==> config.mk <==
export PLATFORM = sky130hd
export DESIGN_NAME = led_slot_pattern_blinker_top_flat
export DESIGN_NICKNAME = d
export VERILOG_FILES = /design/src/sv/lspb_pkg.sv /design/src/sv/lspb_cmd_if.sv /design/src/sv/lspb_res_if.sv /design/src/sv/lspb_core.sv /design/src/sv/led_slot_pattern_blinker_top.sv /design/src/flat_wrapper.sv
export VERILOG_INCLUDE_DIRS = /design/src /design/src/sv
export SDC_FILE = /design/constraint.sdc
export NUM_CORES = 1
export LEC_CHECK = 0
export ABC_AREA = 1
export ABC_CLOCK_PERIOD_IN_PS = 9710
export BUFFER_PORTS_ARGS = -buffer_cell sky130_fd_sc_hd__clkbuf_2
export CORE_UTILIZATION = 50
export DETAILED_ROUTE_END_ITERATION = 8
export PLACE_DENSITY_LB_ADDON = 0.05
export SLEW_MARGIN = 20
export SYNTH_ARGS = -nofsm -noshare
export SYNTH_HDL_FRONTEND = slang
export SYNTH_SLANG_ARGS = --single-unit
==> constraint.sdc <==
create_clock -name clk -period 9.71 [get_ports clk]
set_input_delay 1.942 -clock clk [delete_from_list [all_inputs] [get_ports clk]]
set_output_delay 1.942 -clock clk [all_outputs]
set_load 0.1 [all_outputs]
==> src/sv/led_slot_pattern_blinker_top_macros.svh <==
// assertion macros used by the led slot-pattern blinker core
// expects clk and arst_n in the scope of each use
`ifndef LED_SLOT_PATTERN_BLINKER_TOP_MACROS_SVH
`define LED_SLOT_PATTERN_BLINKER_TOP_MACROS_SVH
`ifndef NO_ASSERTIONS
`define LSPB_ASSERT(lbl, prop, msg) \
	lbl: assert property (@(posedge clk) disable iff (!arst_n) (prop)) else $error(msg);
`define LSPB_ASSERT_IMPL(lbl, ante, cons, msg) \
	lbl: assert property (@(posedge clk) disable iff (!arst_n) (ante) |-> (cons)) else $error(msg);
`define LSPB_ASSERT_NEXT(lbl, ante, cons, msg) \
	lbl: assert property (@(posedge clk) disable iff (!arst_n) (ante) |=> (cons)) else $error(msg);
`else
`define LSPB_ASSERT(lbl, prop, msg)
`define LSPB_ASSERT_IMPL(lbl, ante, cons, msg)
`define LSPB_ASSERT_NEXT(lbl, ante, cons, msg)
`endif
`endif

==> src/sv/lspb_pkg.sv <==
// types and constants of the led slot-pattern blinker
// no dependencies
package lspb_pkg;

	localparam int PIN_COUNT  = 4;
	localparam int CMD_W      = 3;
	localparam int LED_IDX_W  = 3;
	localparam int MASK_W     = 16;
	localparam int CNT_W      = 8;
	localparam int SLOT_W     = 4;
	localparam int APB_ADDR_W = 4;
	localparam int APB_DATA_W = 32;

	typedef enum logic [1:0] {
		MODE_OFF   = 2'd0,
		MODE_ON    = 2'd1,
		MODE_BLINK = 2'd2
	} mode_t;

	typedef enum logic [CMD_W-1:0] {
		CMD_TICK       = 3'd0,
		CMD_OFF        = 3'd1,
		CMD_ON         = 3'd2,
		CMD_BLINK_DEF  = 3'd3,
		CMD_BLINK_MASK = 3'd4,
		CMD_TOGGLE     = 3'd5,
		CMD_QUERY      = 3'd6
	} cmd_t;

	typedef enum logic [1:0] {
		REG_LED_PRESENT     = 2'd0,
		REG_HIGH_WHEN_ON    = 2'd1,
		REG_DEFAULT_PATTERN = 2'd2
	} reg_t;

	typedef struct packed {
		logic [CMD_W-1:0]     command;
		logic [LED_IDX_W-1:0] led_index;
		logic [MASK_W-1:0]    on_mask;
		logic [CNT_W-1:0]     slot_count;
	} item_t;

	typedef struct packed {
		logic [PIN_COUNT-1:0] pin_levels;
		logic                 status;
		logic [1:0]           mode_now;
		logic [SLOT_W-1:0]    slot_now;
	} result_t;

	typedef struct packed {
		logic [PIN_COUNT-1:0] led_present;
		logic [PIN_COUNT-1:0] high_when_on;
		logic [MASK_W-1:0]    default_pattern;
	} cfg_t;

endpackage

==> src/sv/lspb_cmd_if.sv <==
// command channel of the led slot-pattern blinker
// depends on lspb_pkg
interface lspb_cmd_if;
	logic                            valid;
	logic                            ready;
	logic [lspb_pkg::CMD_W-1:0]      command;
	logic [lspb_pkg::LED_IDX_W-1:0]  led_index;
	logic [lspb_pkg::MASK_W-1:0]     on_mask;
	logic [lspb_pkg::CNT_W-1:0]      slot_count;

	modport source (output valid, command, led_index, on_mask, slot_count, input ready);
	modport sink (input valid, command, led_index, on_mask, slot_count, output ready);
endinterface

==> src/sv/lspb_res_if.sv <==
// result channel of the led slot-pattern blinker
// depends on lspb_pkg
interface lspb_res_if;
	logic                            valid;
	logic                            ready;
	logic [lspb_pkg::PIN_COUNT-1:0]  pin_levels;
	logic                            status;
	logic [1:0]                      mode_now;
	logic [lspb_pkg::SLOT_W-1:0]     slot_now;

	modport source (output valid, pin_levels, status, mode_now, slot_now, input ready);
	modport sink (input valid, pin_levels, status, mode_now, slot_now, output ready);
endinterface

==> src/sv/lspb_core.sv <==
// led state, shared slot counter and single-pass command evaluation
// depends on lspb_pkg and led_slot_pattern_blinker_top_macros.svh
`include "led_slot_pattern_blinker_top_macros.svh"

module lspb_core #(
	parameter int LED_COUNT  = 4,
	parameter int SLOT_COUNT = 16
) (
	input  logic              clk,
	input  logic              arst_n,
	input  logic              fire,
	input  lspb_pkg::item_t   item,
	input  lspb_pkg::cfg_t    cfg,
	output lspb_pkg::result_t result
);

	// only the first four leds can ever be fitted
	localparam int LEDS = (LED_COUNT < lspb_pkg::PIN_COUNT) ? LED_COUNT : lspb_pkg::PIN_COUNT;
	localparam int IDX_W = (LEDS > 1) ? $clog2(LEDS) : 1;
	localparam logic [lspb_pkg::SLOT_W-1:0] SLOT_LAST = lspb_pkg::SLOT_W'(SLOT_COUNT - 1);

	lspb_pkg::mode_t                 mode_q [LEDS];
	logic [lspb_pkg::MASK_W-1:0]     pat_q  [LEDS];
	logic [lspb_pkg::CNT_W-1:0]      left_q [LEDS];
	logic                            fore_q [LEDS];
	logic [lspb_pkg::SLOT_W-1:0]     slot_q;
	logic                            ticking_q;

	lspb_pkg::mode_t                 mode_d [LEDS];
	logic [lspb_pkg::MASK_W-1:0]     pat_d  [LEDS];
	logic [lspb_pkg::CNT_W-1:0]      left_d [LEDS];
	logic                            fore_d [LEDS];
	logic [lspb_pkg::SLOT_W-1:0]     slot_d;
	logic                            ticking_d;

	logic [IDX_W-1:0]                sel;
	logic                            in_range;
	logic                            fit;
	logic                            is_tick;
	logic                            req_write;
	lspb_pkg::mode_t                 req_mode;
	logic [lspb_pkg::MASK_W-1:0]     req_pat;
	logic [lspb_pkg::CNT_W-1:0]      req_left;
	logic                            req_fore;
	logic                            same;
	logic                            do_apply;
	logic                            do_tick;
	logic                            any_blink_d;
	logic                            any_blink_q;
	logic [lspb_pkg::PIN_COUNT-1:0]  levels;

	assign sel      = item.led_index[IDX_W-1:0];
	assign in_range = item.led_index < lspb_pkg::LED_IDX_W'(LEDS);
	assign fit      = in_range && cfg.led_present[sel];
	assign is_tick  = lspb_pkg::cmd_t'(item.command) == lspb_pkg::CMD_TICK;

	// requested setting for the addressed led
	always_comb begin
		req_write = 1'b0;
		req_mode  = lspb_pkg::MODE_OFF;
		req_pat   = '0;
		req_left  = '0;
		req_fore  = 1'b0;
		unique case (lspb_pkg::cmd_t'(item.command))
			lspb_pkg::CMD_OFF: begin
				req_write = 1'b1;
			end
			lspb_pkg::CMD_ON: begin
				req_write = 1'b1;
				req_mode  = lspb_pkg::MODE_ON;
			end
			lspb_pkg::CMD_BLINK_DEF: begin
				req_write = 1'b1;
				req_mode  = lspb_pkg::MODE_BLINK;
				req_pat   = cfg.default_pattern;
				req_fore  = 1'b1;
			end
			lspb_pkg::CMD_BLINK_MASK: begin
				req_write = 1'b1;
				req_mode  = lspb_pkg::MODE_BLINK;
				req_pat   = item.on_mask;
				req_left  = item.slot_count;
				req_fore  = item.slot_count == '0;
			end
			lspb_pkg::CMD_TOGGLE: begin
				req_write = 1'b1;
				req_mode  = (mode_q[sel] == lspb_pkg::MODE_OFF) ? lspb_pkg::MODE_ON
					: lspb_pkg::MODE_OFF;
			end
			default: begin
			end
		endcase
	end

	assign same = mode_q[sel] == req_mode && pat_q[sel] == req_pat
		&& left_q[sel] == req_left && fore_q[sel] == req_fore;
	assign do_apply = !is_tick && fit && req_write && !same;
	assign do_tick  = is_tick && ticking_q;

	always_comb begin
		mode_d    = mode_q;
		pat_d     = pat_q;
		left_d    = left_q;
		fore_d    = fore_q;
		slot_d    = slot_q;
		ticking_d = ticking_q;
		any_blink_d = 1'b0;
		if (do_tick) begin
			slot_d = (slot_q == SLOT_LAST) ? '0 : slot_q + lspb_pkg::SLOT_W'(1);
			for (int i = 0; i < LEDS; i++) begin
				// spend one slot of every finite, non-empty blink
				if (mode_q[i] == lspb_pkg::MODE_BLINK && pat_q[i] != '0 && !fore_q[i]
					&& left_q[i] != '0) begin
					left_d[i] = left_q[i] - lspb_pkg::CNT_W'(1);
					if (left_q[i] == lspb_pkg::CNT_W'(1)) begin
						mode_d[i] = lspb_pkg::MODE_OFF;
						pat_d[i]  = '0;
					end
				end
			end
		end
		if (do_apply) begin
			mode_d[sel] = req_mode;
			pat_d[sel]  = req_pat;
			left_d[sel] = req_left;
			fore_d[sel] = req_fore;
		end
		for (int i = 0; i < LEDS; i++) begin
			any_blink_d = any_blink_d | (mode_d[i] == lspb_pkg::MODE_BLINK);
		end
		// timer starts from slot zero on the first blinking led, stops when a command leaves none blinking
		if (do_apply) begin
			if (any_blink_d) begin
				if (!ticking_q) begin
					ticking_d = 1'b1;
					slot_d    = '0;
				end
			end else begin
				ticking_d = 1'b0;
			end
		end
	end

	for (genvar g = 0; g < lspb_pkg::PIN_COUNT; g++) begin : g_pin
		if (g < LEDS) begin : g_led
			logic lit;
			assign lit = (mode_d[g] == lspb_pkg::MODE_ON)
				|| (mode_d[g] == lspb_pkg::MODE_BLINK && pat_d[g][slot_d]);
			assign levels[g] = cfg.led_present[g]
				& (lit ? cfg.high_when_on[g] : ~cfg.high_when_on[g]);
		end else begin : g_none
			assign levels[g] = 1'b0;
		end
	end

	assign result.pin_levels = levels;
	assign result.status     = !is_tick && !fit;
	assign result.mode_now   = in_range ? mode_d[sel] : lspb_pkg::MODE_OFF;
	assign result.slot_now   = slot_d;

	always_ff @(posedge clk or negedge arst_n) begin
		if (!arst_n) begin
			for (int i = 0; i < LEDS; i++) begin
				mode_q[i] <= lspb_pkg::MODE_OFF;
				pat_q[i]  <= '0;
				left_q[i] <= '0;
				fore_q[i] <= 1'b0;
			end
			slot_q    <= '0;
			ticking_q <= 1'b0;
		end else if (fire) begin
			mode_q    <= mode_d;
			pat_q     <= pat_d;
			left_q    <= left_d;
			fore_q    <= fore_d;
			slot_q    <= slot_d;
			ticking_q <= ticking_d;
		end
	end

	always_comb begin
		any_blink_q = 1'b0;
		for (int i = 0; i < LEDS; i++) begin
			any_blink_q = any_blink_q | (mode_q[i] == lspb_pkg::MODE_BLINK);
		end
	end

	`LSPB_ASSERT_IMPL(a_blink_needs_timer, any_blink_q, ticking_q, "led blinking with timer stopped")
	`LSPB_ASSERT(a_slot_range, slot_q <= SLOT_LAST, "slot counter beyond last slot")
	`LSPB_ASSERT_NEXT(a_state_holds, !fire, $stable(slot_q) && $stable(ticking_q), "timer moved without a beat")
	for (genvar g = 0; g < LEDS; g++) begin : g_chk
		`LSPB_ASSERT_IMPL(a_idle_clear, mode_q[g] != lspb_pkg::MODE_BLINK, pat_q[g] == '0 && left_q[g] == '0 && !fore_q[g], "non-blinking led keeps blink data")
		`LSPB_ASSERT_IMPL(a_forever_no_count, fore_q[g], left_q[g] == '0, "endless blink with a slot count")
	end

endmodule

==> src/sv/led_slot_pattern_blinker_top.sv <==
// a command beat is held in stage one, then its result beat in the result register
// throughput: one command per cycle when not stalled; one register stage in front of the
//   led state and one result register behind it, the state update being a single combinational pass
// a stalled result register holds the input stage, which then backs up the command channel
// reset (arst_n low, asynchronous): all leds off, timer stopped at slot 0, both stages empty,
//   led_present 0, high_when_on 15, default_pattern 255
// top level of the led slot-pattern blinker; depends on lspb_pkg, lspb_cmd_if, lspb_res_if, lspb_core
module led_slot_pattern_blinker_top #(
	parameter int LED_COUNT  = 4,
	parameter int SLOT_COUNT = 16
) (
	input  logic                               clk,
	input  logic                               arst_n,
	lspb_cmd_if.sink                           cmd,
	lspb_res_if.source                         res,
	input  logic                               psel,
	input  logic                               penable,
	input  logic                               pwrite,
	input  logic [lspb_pkg::APB_ADDR_W-1:0]    paddr,
	input  logic [lspb_pkg::APB_DATA_W-1:0]    pwdata,
	output logic [lspb_pkg::APB_DATA_W-1:0]    prdata,
	output logic                               pready
);

	// configuration registers
	logic [lspb_pkg::PIN_COUNT-1:0] led_present_q;
	logic [lspb_pkg::PIN_COUNT-1:0] high_when_on_q;
	logic [lspb_pkg::MASK_W-1:0]    default_pattern_q;
	lspb_pkg::cfg_t                 cfg;
	logic                           cfg_wr;
	lspb_pkg::reg_t                 reg_sel;

	// input stage and result register
	logic                           valid_s1;
	lspb_pkg::item_t                item_s1;
	logic                           adv_s1;
	logic                           res_valid_q;
	lspb_pkg::result_t              res_q;
	lspb_pkg::result_t              result;

	// apb: no wait states, register index from the word address
	assign pready  = 1'b1;
	assign cfg_wr  = psel && penable && pwrite;
	assign reg_sel = lspb_pkg::reg_t'(paddr[3:2]);

	always_ff @(posedge clk or negedge arst_n) begin
		if (!arst_n) begin
			led_present_q     <= '0;
			high_when_on_q    <= '1;
			default_pattern_q <= lspb_pkg::MASK_W'(255);
		end else if (cfg_wr) begin
			unique case (reg_sel)
				lspb_pkg::REG_LED_PRESENT:
					led_present_q <= pwdata[lspb_pkg::PIN_COUNT-1:0];
				lspb_pkg::REG_HIGH_WHEN_ON:
					high_when_on_q <= pwdata[lspb_pkg::PIN_COUNT-1:0];
				lspb_pkg::REG_DEFAULT_PATTERN:
					default_pattern_q <= pwdata[lspb_pkg::MASK_W-1:0];
				default: begin
				end
			endcase
		end
	end

	always_comb begin
		prdata = '0;
		unique case (reg_sel)
			lspb_pkg::REG_LED_PRESENT:
				prdata = lspb_pkg::APB_DATA_W'(led_present_q);
			lspb_pkg::REG_HIGH_WHEN_ON:
				prdata = lspb_pkg::APB_DATA_W'(high_when_on_q);
			lspb_pkg::REG_DEFAULT_PATTERN:
				prdata = lspb_pkg::APB_DATA_W'(default_pattern_q);
			default: begin
			end
		endcase
	end

	assign cfg.led_present     = led_present_q;
	assign cfg.high_when_on    = high_when_on_q;
	assign cfg.default_pattern = default_pattern_q;

	// the held command beat is evaluated and leaves stage one when the result register can take it
	assign adv_s1    = valid_s1 && (!res_valid_q || res.ready);
	assign cmd.ready = !valid_s1 || adv_s1;

	always_ff @(posedge clk or negedge arst_n) begin
		if (!arst_n) begin
			valid_s1    <= 1'b0;
			res_valid_q <= 1'b0;
		end else begin
			if (cmd.ready) begin
				valid_s1 <= cmd.valid;
			end
			if (adv_s1) begin
				res_valid_q <= 1'b1;
			end else if (res.ready) begin
				res_valid_q <= 1'b0;
			end
		end
	end

	// payload registers, no reset needed
	always_ff @(posedge clk) begin
		if (cmd.valid && cmd.ready) begin
			item_s1.command    <= cmd.command;
			item_s1.led_index  <= cmd.led_index;
			item_s1.on_mask    <= cmd.on_mask;
			item_s1.slot_count <= cmd.slot_count;
		end
		if (adv_s1) begin
			res_q <= result;
		end
	end

	// led state updates on the same edge the result is captured
	lspb_core #(
		.LED_COUNT  (LED_COUNT),
		.SLOT_COUNT (SLOT_COUNT)
	) u_core (
		.clk    (clk),
		.arst_n (arst_n),
		.fire   (adv_s1),
		.item   (item_s1),
		.cfg    (cfg),
		.result (result)
	);

	assign res.valid      = res_valid_q;
	assign res.pin_levels = res_q.pin_levels;
	assign res.status     = res_q.status;
	assign res.mode_now   = res_q.mode_now;
	assign res.slot_now   = res_q.slot_now;

endmodule
==> src/flat_wrapper.sv <==
// flat-port wrapper written by rule: the top's interface ports become plain ports
module led_slot_pattern_blinker_top_flat 
#(
	parameter int LED_COUNT  = 4,
	parameter int SLOT_COUNT = 16
)
  (clk, arst_n, psel, penable, pwrite, paddr, pwdata, prdata, pready, cmd_valid, cmd_command, cmd_led_index, cmd_on_mask, cmd_slot_count, cmd_ready, res_valid, res_pin_levels, res_status, res_mode_now, res_slot_now, res_ready);
  lspb_cmd_if cmd_i ();
  lspb_res_if res_i ();
  input  logic clk;
  input  logic arst_n;
  input  logic psel;
  input  logic penable;
  input  logic pwrite;
  input  logic [lspb_pkg::APB_ADDR_W-1:0] paddr;
  input  logic [lspb_pkg::APB_DATA_W-1:0] pwdata;
  output logic [lspb_pkg::APB_DATA_W-1:0] prdata;
  output logic pready;
  input wire logic [$bits(cmd_i.valid)-1:0] cmd_valid;
  input wire logic [$bits(cmd_i.command)-1:0] cmd_command;
  input wire logic [$bits(cmd_i.led_index)-1:0] cmd_led_index;
  input wire logic [$bits(cmd_i.on_mask)-1:0] cmd_on_mask;
  input wire logic [$bits(cmd_i.slot_count)-1:0] cmd_slot_count;
  output wire logic [$bits(cmd_i.ready)-1:0] cmd_ready;
  output wire logic [$bits(res_i.valid)-1:0] res_valid;
  output wire logic [$bits(res_i.pin_levels)-1:0] res_pin_levels;
  output wire logic [$bits(res_i.status)-1:0] res_status;
  output wire logic [$bits(res_i.mode_now)-1:0] res_mode_now;
  output wire logic [$bits(res_i.slot_now)-1:0] res_slot_now;
  input wire logic [$bits(res_i.ready)-1:0] res_ready;
  assign cmd_i.valid = cmd_valid;
  assign cmd_i.command = cmd_command;
  assign cmd_i.led_index = cmd_led_index;
  assign cmd_i.on_mask = cmd_on_mask;
  assign cmd_i.slot_count = cmd_slot_count;
  assign cmd_ready = cmd_i.ready;
  assign res_valid = res_i.valid;
  assign res_pin_levels = res_i.pin_levels;
  assign res_status = res_i.status;
  assign res_mode_now = res_i.mode_now;
  assign res_slot_now = res_i.slot_now;
  assign res_i.ready = res_ready;
  led_slot_pattern_blinker_top #(.LED_COUNT(LED_COUNT), .SLOT_COUNT(SLOT_COUNT)) u_core (.clk(clk), .arst_n(arst_n), .cmd(cmd_i), .res(res_i), .psel(psel), .penable(penable), .pwrite(pwrite), .paddr(paddr), .pwdata(pwdata), .prdata(prdata), .pready(pready));
endmodule
==> results of run 1 <==
power by group:
part | internal [µW] | switching [µW] | total (µW) | leakage, µW
logic | 318 | 793 | 1110 | 0.00443
registers | 951 | 183 | 1130 | 0.00217
clock network | 351 | 375 | 725 | 0.000292
state kept, by name, indices dropped and copies added, names as in the netlist:
register	count
u_core.valid_s1	1
u_core.u_core.fore_q	4
u_core.default_pattern_q	16
u_core.res.status	1
u_core.res.slot_now	4
u_core.u_core.mode_q	8
u_core.high_when_on_q	4
u_core.u_core.slot_q	4
u_core.led_present_q	4
u_core.res.pin_levels	4
u_core.u_core.pat_q	64
u_core.item_s1	30
u_core.u_core.left_q	32
u_core.res.valid	1
u_core.res.mode_now	2
u_core.u_core.ticking_q	1
layout by cell type (no fill, tap or decap), types with 15 or more instances in the layout:
| cell | count |
|---|---|
| edfxtp_1 | 41 |
| inv_2 | 17 |
| o21ai_0 | 153 |
| nand4_1 | 15 |
| a31oi_1 | 23 |
| xor2_1 | 27 |
| nand2_1 | 565 |
| conb_1 | 17 |
| nand3_1 | 153 |
| clkbuf_16 | 17 |
| a21oi_1 | 99 |
| inv_1 | 208 |
| dfrtp_1 | 127 |
| nor2_1 | 213 |
| clkbuf_2 | 82 |
final timing paths:
| kind | cells after the start | slack [ns] | end | startpoint |
|---|---|---|---|---|
| min in group asynchronous | 1 | 1.50 | u_core.u_core.left_q[7] | arst_n |
| max reg2reg | 29 | 3.19 | u_core.res.pin_levels[3] | u_core.item_s1[25] |
| min reg2reg | 2 | 0.50 | u_core.default_pattern_q[7] | u_core.default_pattern_q[7] |
| max in group asynchronous | 2 | 6.78 | u_core.u_core.pat_q[53] | arst_n |
| max | 29 | 3.19 | u_core.res.pin_levels[3] | u_core.item_s1[25] |
| min | 2 | 0.50 | u_core.default_pattern_q[7] | u_core.default_pattern_q[7] |
stage by stage:
step | instances | hold slack [ns] | power, µW | area [µm²] | setup slack, ns
after global placement | 2190 | 0.482 | 2220 | 12700 | 3.41
after detailed placement | 2190 | 0.487 | 2230 | 12700 | 3.39
final | 2222 | 0.495 | 2970 | 13300 | 3.19
after CTS | 2222 | 0.500 | 2960 | 13300 | 3.34
after floorplan | 1877 | 0.461 | 1940 | 12400 | 4.04
after global routing | 2222 | 0.515 | 3150 | 13300 | 2.84
routing by layer:
layer  GRT usage, %  wire [µm]  vias up
li1               -          -     5983
met4           9.97        900        0
met2           49.5      17500      517
met5              0          0        -
met3           4.61       3030       62
met1           44.5      17500     5627
worst max-delay path: cells and delay by family, from the launching register on:
kind                   cells  cell delay [ns]
DFF                        1             0.33
and+or+nand+nor           22             4.02
AOI/OAI and AO/OA          2             0.55
buffers and inverters      5             1.33
kinds of logic after synthesis:
family / share of synthesized area, %
buffers and inverters: 11.6
AOI/OAI and AO/OA: 13.2
adders and majority gates: 0.912
and+or+nand+nor: 34.0
xor gates and xnor gates: 1.92
other: 0.0608
DFF: 38.3
layout make-up:
cell class                 count  area, µm²  area share (%)
tap                          324        405            3.04
clock inverter                14        178            1.33
clock buffer                  18        429            3.22
sequential                   180       4720            35.4
timing repair buffer          93        500            3.75
inverter                     226        851            6.38
multi-input combinational   1367       6250            46.9
==> summary.txt, run 1 <==
CTS
  • Clk Latency, worst-skew pair: 0.46 ns
  • Clk sink count: 180
  • Number of H-tree levels: 4
  • Post CTS Setup Buffer Count: 0
  • CTS Hold Buffers Added: 0
  • CTS buffer count: 17
  • CTS Root Cell: clkbuf_16
  • Clock buffer depth: 2
  • CTS tree: yes
  • Cts repair resizes: 0
  • Clock slew at reported path FFs: 0.08 ns

Timing
  • Unrepaired setup endpoints after global routing: no
  • Worst Tran Pin Value: 1.12 ns
  • Final Critical Period: 6.52 ns
  • Slew margin rel.: 25.5%
  • Setup violations, final: 0
  • Final worst path period share: 67.2%
  • Setup Total Neg Slack: 0 ns
  • Final Hold Vio Count: 0
  • Pins Over Slew Limit: 0
  • Fmax: 0.153 GHz
  • Worst Skew: 0.0199 ns

Synth
  • Cells after Synth: 1862
  • Dominant register cell in the synthesized netlist: dfrtp_1
  • Yosys reg bits: 180
  • Asr flop ratio synth: 77.2%
  • Mapped Area: 12300 µm²
  • Area contributors post-synth: dfrtp_1, nand2_1, edfxtp_1
  • Synth cell count leaders: nand2_1, nor2_1, inv_1
  • Syn Area/Cell: 6.63 µm²
  • Post-synth EDFFs: 41
  • Synth warnings: 0
  • Area share of the largest cell type after synthesis: 25.8%
  • Seq/Total Area, Yosys: 38.3%
  • Unique masters post-synth: 42
  • Most common cell in the netlist: nand2_1
  • Synth area leader: dfrtp_1

Die
  • DIE WIDTH: 159 µm
  • Core ar.: 24200 µm²
  • Starting Density: 50.9%
  • Site row count: 57
  • Area of the die: 25300 µm²
  • Die Ht: 159 µm
  • Num ports: 119

Finish
  • # diodes: 0
  • Layout cells sized above 1: 9.48%
  • Fin util: 55.0%
  • P&R area growth vs syn: 8.09%
  • Nets: 1967
  • Fillers: 2469

Setup path
  • CP arrival: 6.74 ns
  • CP Max Fanout: 37
  • Slowest cell delay on critical path: 0.88 ns
  • Slowest stage cell, crit path: nor2_1
  • Setup crit start kind: register
  • Crit end category: register
  • Worst setup path category: reg -> reg
  • Worst EP required: 9.92 ns
  • Crit-path most repeated cell: nand2_1

Drt
  • Initial DRC count: 1115
  • Drt pass-1 iters: 8
  • Total wire length: 38900 µm
  • Drt drc: 2
  • Vias per std cell: 5.49
  • DR vias: 12200
  • WL/cell: 17.5 µm
  • Final ANT Viol Nets: 0

Place
  • HPWL after DPL: 26400 µm
  • IO buf count: 83
  • GP Congestion: 0.910

Power
  • Pwr/cell area: 223 nW/µm²
  • Lkg Pwr: 0.00690 µW
  • Peak VDD IR: 0.121 mV

Min path
  • Hold Crit Class: reg -> reg

GRT
  • Total GRT Usage: 31.4%
  • Overflow after GRT: 0
  • Largest net degree at the start of global routing: 129
  • Antenna violations before repair: 0
  • Vias in the first global route: 11000
  • Global-route wire length before repair: 61900 µm

Run
  • Maxcap violations: 0

Outcome
  • Status: finished with violations
  • Failing checks: design-rule violations
(Power assumes the default switching activity.)
==> run 2: changes to the inputs <==
ABC_CLOCK_PERIOD_IN_PS = 6010   (was 9710)
clock period = 6.01 ns   (was 9.71 ns; I/O delays follow)
==> summary.txt, run 2 (synthesized netlist as in run 1, its figures left out) <==
Outcome
  • Status: complete, no violations

Setup path
  • Reg2Reg Depth: 27 (-6.9%)
  • Setup crit start kind: register
  • CP Max Fanout: 19 (-49%)
  • Worst setup path category: reg -> reg
  • CP arrival: 5.89 ns (-0.85 ns)
  • Worst EP required: 6.21 ns (-3.71 ns)
  • Crit end category: register

CTS
  • Clock buffer depth: 2 (unchanged)
  • Number of H-tree levels: 4 (unchanged)
  • Post CTS Setup Buffer Count: 0 (unchanged)
  • CTS Root Cell: clkbuf_16
  • CTS buffer count: 17 (unchanged)
  • Clock slew at reported path FFs: 0.08 ns (about the same)
  • CTS tree: yes
  • Clk sink count: 180 (unchanged)
  • CTS Hold Buffers Added: 0 (unchanged)
  • Clk Latency, worst-skew pair: 0.45 ns (about the same)
  • Cts repair resizes: 0 (unchanged)

Timing
  • Worst Tran Pin Value: 0.956 ns (-0.161 ns)
  • Final Critical Period: 5.68 ns (-0.837 ns)
  • Final Hold Vio Count: 0 (unchanged)
  • Setup Total Neg Slack: 0 ns (unchanged)
  • Unrepaired setup endpoints after global routing: no
  • Fmax: 0.176 GHz (+15%)
  • Pins Over Slew Limit: 0 (unchanged)
  • Setup violations, final: 0 (unchanged)
  • Slew margin rel.: 36.2% (+11 points)
  • Final worst path period share: 94.6% (+27 points)
  • Worst Skew: 0.0153 ns (-0.00468 ns)

Drt
  • Final ANT Viol Nets: 0 (unchanged)
  • Total wire length: 39400 µm (+1.2%)
  • Drt drc: 0 (-2)
  • Drt pass-1 iters: 5 (-3)
  • Initial DRC count: 1223 (+9.7%)
  • DR vias: 12300 (+1.1%)
  • WL/cell: 17.5 µm (-0.32%)
  • Vias per std cell: 5.46 (-0.39%)

Place
  • Cell Area, Placed: 13000 µm² (+1.9%)
  • IO buf count: 83 (unchanged)
  • GP Congestion: 0.925 (+1.7%)
  • HPWL after DPL: 27700 µm (+4.9%)

Die
  • Core ar.: 24200 µm² (unchanged)
  • Starting Density: 50.9% (unchanged)
  • Area of the die: 25300 µm² (unchanged)
  • Site row count: 57 (unchanged)
  • Die Ht: 159 µm (unchanged)
  • DIE WIDTH: 159 µm (unchanged)
  • Num ports: 119 (unchanged)

Finish
  • Final Cell Area: 13600 µm² (+2.1%)
  • Number of flip-flops under the largest register name: 64 (unchanged)
  • P&R area growth vs syn: 10.3%
  • Nets: 2000 (+1.7%)
  • Most flops, register: u_core.u_core.pat_q
  • Commonest non-fill, non-tap cells in the layout: nand2_1, nor2_1, inv_1
  • Layout cells sized above 1: 11.0% (+1.5 points)
  • # diodes: 0 (unchanged)
  • Fin util: 56.2% (+1.1 points)
  • Biggest regs: u_core.u_core.pat_q x64, u_core.u_core.left_q x32, u_core.item_s1 x30
  • Most common cell after layout, fill and taps aside: nand2_1

Power
  • Lkg Pwr: 0.00706 µW (+2.3%)
  • Peak VDD IR: 0.206 mV (+71%)
  • Total Power: 4830 µW (+63%)
  • Pwr/cell area: 355 nW/µm² (+59%)

GRT
  • Global-route wire length before repair: 62300 µm (+0.69%)
  • Vias in the first global route: 11200 (+1.6%)
  • Overflow after GRT: 0 (unchanged)
  • Antenna violations before repair: 0 (unchanged)
  • Total GRT Usage: 31.6% (+0.18 points)
  • Largest net degree at the start of global routing: 123 (-4.7%)

Min path
  • Hold depth: 2 (unchanged)
  • Hold Crit Class: reg -> reg

Run
  • Maxcap violations: 0 (unchanged)
-- run 2: cell types whose count changed in the layout (fill, tap and decap cells not counted), sizes merged --
cell / delta
inv: -2
clkbuf: -1
clkinv: +3
buf: +33
-- run 2: layer usage --
| layer | track usage (%) | part of all wire (%) |
|---|---|---|
| met3 | 4.82 | 8.0 |
| met5 | 0 | 0 |
| met1 | 44.6 | 44 |
| met2 | 49.2 | 45 |
| met4 | 11.4 | 2.8 |
-- run 2: report_power, final --
part	switching, µW	internal (µW)
Combinational	1290	541
Sequential	297	1540
Clock	603	565
Total	2190	2640
-- run 2: metrics by stage --
step / setup slack (ns) / cells / hold WS [ns]
floorplan: 1.82 / 1877 / 0.461
global placement: 0.737 / 2222 / 0.482
detailed placement: 0.657 / 2222 / 0.485
CTS: 0.571 / 2254 / 0.499
global route: 0.0932 / 2255 / 0.517
finish: 0.325 / 2255 / 0.495
-- run 2: worst paths after layout --
check | start | endpoint | slack (ns)
setup / recovery | u_core.item_s1[25] | u_core.res.pin_levels[3] | 0.33
hold / removal | u_core.default_pattern_q[7] | u_core.default_pattern_q[7] | 0.49
setup reg to reg | u_core.item_s1[25] | u_core.res.pin_levels[3] | 0.33
hold reg to reg | u_core.default_pattern_q[7] | u_core.default_pattern_q[7] | 0.49
max in group asynchronous | arst_n | u_core.u_core.pat_q[0] | 4.35
min in group asynchronous | arst_n | u_core.u_core.left_q[7] | 0.52
-- run 2: critical path: stages (launching register included) --
cell and delay [ns]:
edfxtp_1 0.55, buf_4 0.30, nor2_4 0.55, nand2_1 0.10, nand2_1 0.11, o21ai_0 0.07
nand2_1 0.08, nand2_1 0.09, nor2_1 0.14, nand2_1 0.07, nor2_1 0.29, nand3_2 0.21
nand2_2 0.32, inv_1 0.18, nand2_1 0.09, nand2_1 0.10, nand2_1 0.14, nand2_1 0.12
o21ai_4 0.42, nand2_1 0.52, nor2_1 0.24, nand2_1 0.08, nand3_1 0.08, nand3_1 0.16
nand3_1 0.21, nand3_1 0.09, nand2_1 0.06, nor2_1 0.04
-- run 2: cell type report --
type	count	area, µm²
clock inverter	15	184
sequential	180	4720
fill	2426	10600
tap	324	405
timing repair buffer	126	764
inverter	226	852
multi-input combinational	1367	6260
clock buffer	17	425
==> run 3: changes to the inputs <==
--- a/config.mk
+++ b/config.mk
@@ -11,2 +11,3 @@
 export BUFFER_PORTS_ARGS = -buffer_cell sky130_fd_sc_hd__clkbuf_2
+export CORE_MARGIN = 2
 export CORE_UTILIZATION = 50
==> constraint.sdc (replaced) <==
create_clock -name clk -period 6.01 [get_ports clk]
set_input_delay 0.9015 -clock clk [delete_from_list [all_inputs] [get_ports clk]]
set_output_delay 0.9015 -clock clk [all_outputs]
set_load 0.1 [all_outputs]
==> summary.txt, run 3 (synthesized netlist as in run 1, its figures left out) <==
Outcome
  • Status: complete, no violations

GRT
  • Antenna violations before repair: 0 (unchanged)
  • Overflow after GRT: 0 (unchanged)
  • Global-route wire length before repair: 61500 µm (-1.4%)
  • Largest net degree at the start of global routing: 113 (-8.1%)
  • Total GRT Usage: 30.3% (-1.3 points)
  • Vias in the first global route: 11000 (-2.1%)

Place
  • Placed insts: 2212 (-0.45%)
  • HPWL after DPL: 27400 µm (-1.1%)
  • GP Congestion: 0.925 (about the same)
  • IO buf count: 83 (unchanged)
  • Cell Area, Placed: 12900 µm² (-0.58%)

Drt
  • Total wire length: 39000 µm (-0.90%)
  • Vias per std cell: 5.46 (-0.12%)
  • Initial DRC count: 1289 (+5.4%)
  • Drt drc: 0 (unchanged)
  • DR vias: 12200 (-0.61%)
  • WL/cell: 17.4 µm (-0.41%)
  • Drt pass-1 iters: 6 (+1)
  • Final ANT Viol Nets: 0 (unchanged)

Setup path
  • CP Depth: 28 (+3.7%)
  • CP Max Fanout: 15 (-4)
  • Slowest stage cell, crit path: edfxtp_1
  • Crit-path most repeated cell: nand2_1
  • Buf+Inv Stages, Crit Path: 3 (+1)
  • CP arrival: 5.67 ns (-0.22 ns)
  • Family with the most delay on the worst path: simple AND/OR/NAND/NOR gates
  • Crit end category: register
  • Worst setup path category: reg -> reg
  • Reg2Reg Depth: 28 (+3.7%)
  • Slowest cell delay on critical path: 0.64 ns (+0.09 ns)
  • Setup crit start kind: register
  • CP startpoint: u_core.item_s1[28]
  • Worst R2R Start: u_core.item_s1[28]
  • Worst EP required: 6.22 ns (about the same)

CTS
  • CTS tree: yes
  • Clk Latency, worst-skew pair: 0.45 ns (about the same)
  • Clk sink count: 180 (unchanged)
  • Clock slew at reported path FFs: 0.08 ns (about the same)
  • CTS buffer count: 17 (unchanged)
  • Post CTS Setup Buffer Count: 0 (unchanged)
  • CTS Root Cell: clkbuf_16
  • Number of H-tree levels: 4 (unchanged)
  • CTS Hold Buffers Added: 0 (unchanged)
  • Cts repair resizes: 0 (unchanged)
  • Clock buffer depth: 2 (unchanged)

Finish
  • Final Cell Area: 13500 µm² (-0.85%)
  • Layout Cells excl Fill: 2244 (-0.49%)
  • Fillers: 2409 (-0.70%)
  • Nets: 1989 (-0.55%)
  • Most common cell after layout, fill and taps aside: nand2_1
  • Layout cells sized above 1: 10.5% (-0.51 points)
  • Biggest regs: u_core.u_core.pat_q x64, u_core.u_core.left_q x32, u_core.item_s1 x30
  • # diodes: 0 (unchanged)
  • P&R area growth vs syn: 9.39%
  • Most flops, register: u_core.u_core.pat_q
  • Commonest non-fill, non-tap cells in the layout: nand2_1, nor2_1, inv_1
  • Number of flip-flops under the largest register name: 64 (unchanged)

Die
  • Die Ht: 161 µm (+1.3%)
  • Num ports: 119 (unchanged)
  • Core ar.: 24200 µm² (unchanged)
  • Site row count: 57 (unchanged)
  • Starting Density: 50.9% (unchanged)
  • Area of the die: 26000 µm² (+2.5%)
  • DIE WIDTH: 161 µm (+1.3%)

Power
  • Peak VDD IR: 0.168 mV (-19%)
  • Comb pwr share: 37.8% (about the same)
  • Lkg Pwr: 0.00700 µW (-0.86%)
  • Pwr/cell area: 356 nW/µm² (+0.38%)
  • Flop pwr share: 38.1% (+0.2 points)
  • Sw frac: 45.2% (-0.095 points)
  • Total Power: 4810 µW (-0.47%)
  • Internal Power: 2640 µW (-0.30%)
  • Power share of the clock group: 24.1% (about the same)
  • Switching power: 2180 µW (-0.68%)

Timing
  • Final Critical Period: 5.46 ns (-0.222 ns)
  • Setup Total Neg Slack: 0 ns (unchanged)
  • Pins Over Slew Limit: 0 (unchanged)
  • Slew margin rel.: 31.7% (-4.6 points)
  • Final Hold Vio Count: 0 (unchanged)
  • Unrepaired setup endpoints after global routing: no
  • Worst Tran Pin Value: 1.03 ns (+0.0686 ns)
  • Setup violations, final: 0 (unchanged)
  • Worst Skew: 0.0189 ns (+0.00368 ns)
  • Min Hold Slack: 0.491 ns (-0.00361 ns)
  • Fmax: 0.183 GHz (+4.1%)
  • Final worst path period share: 90.9% (-3.7 points)

Min path
  • Hold Crit Class: reg -> reg
  • Hold Crit Start: u_core.default_pattern_q[6]
  • Hold depth: 2 (unchanged)

Run
  • Maxcap violations: 0 (unchanged)
-- run 3: cell count changes in the layout (fill, tap and decap cells not counted), sizes merged --
cell and change:
buf -11, clkinv -2, inv +2
-- run 3: power by group through the flow --
stage,clock network [µW],registers [µW],logic (µW)
floorplan,0,1850,1280
global placement,0,1840,1770
detailed placement,0,1850,1790
CTS,1170,1820,1800
global route,1220,1870,2020
finish,1160,1830,1820
-- run 3: worst register-to-register path, delay by kind of cell, from the launching register on --
family                 cells  cell delay [ns]
AOI/OAI and AO/OA          1             0.33
buffers and inverters      3             0.44
DFF                        1             0.64
and+or+nand+nor           24             3.82
-- run 3: per-layer routing --
layer  GRT usage, %  part of all wire, %
met5              0                    0
met2           46.7                   44
met1           43.7                   44
met3           4.96                  8.8
met4           10.0                  3.0
-- run 3: final timing paths --
kind | slack [ns] | end
max in group asynchronous | 4.20 | u_core.u_core.mode_q[3]
min in group asynchronous | 0.54 | u_core.u_core.left_q[6]
hold / removal | 0.49 | u_core.default_pattern_q[6]
setup / recovery | 0.55 | u_core.res.pin_levels[1]
setup reg to reg | 0.55 | u_core.res.pin_levels[1]
hold reg to reg | 0.49 | u_core.default_pattern_q[6]
-- run 3: metrics by stage --
stage               utilization, %  worst slack (ns)
floorplan                        -              2.42
global placement              53.2             0.740
detailed placement            53.2             0.721
CTS                           55.7             0.703
global route                  55.7            0.0843
finish                        55.7             0.547
-- run 3: final cells by class --
| type | count | area [µm²] | area share (%) |
|---|---|---|---|
| Multi-Input combinational cell | 1367 | 6250 | 46.3 |
| Sequential cell | 180 | 4720 | 35.0 |
| Inverter | 226 | 852 | 6.31 |
| Timing Repair Buffer | 115 | 662 | 4.90 |
| Clock buffer | 17 | 425 | 3.15 |
| Tap cell | 324 | 405 | 3.00 |
| Clock inverter | 15 | 179 | 1.33 |
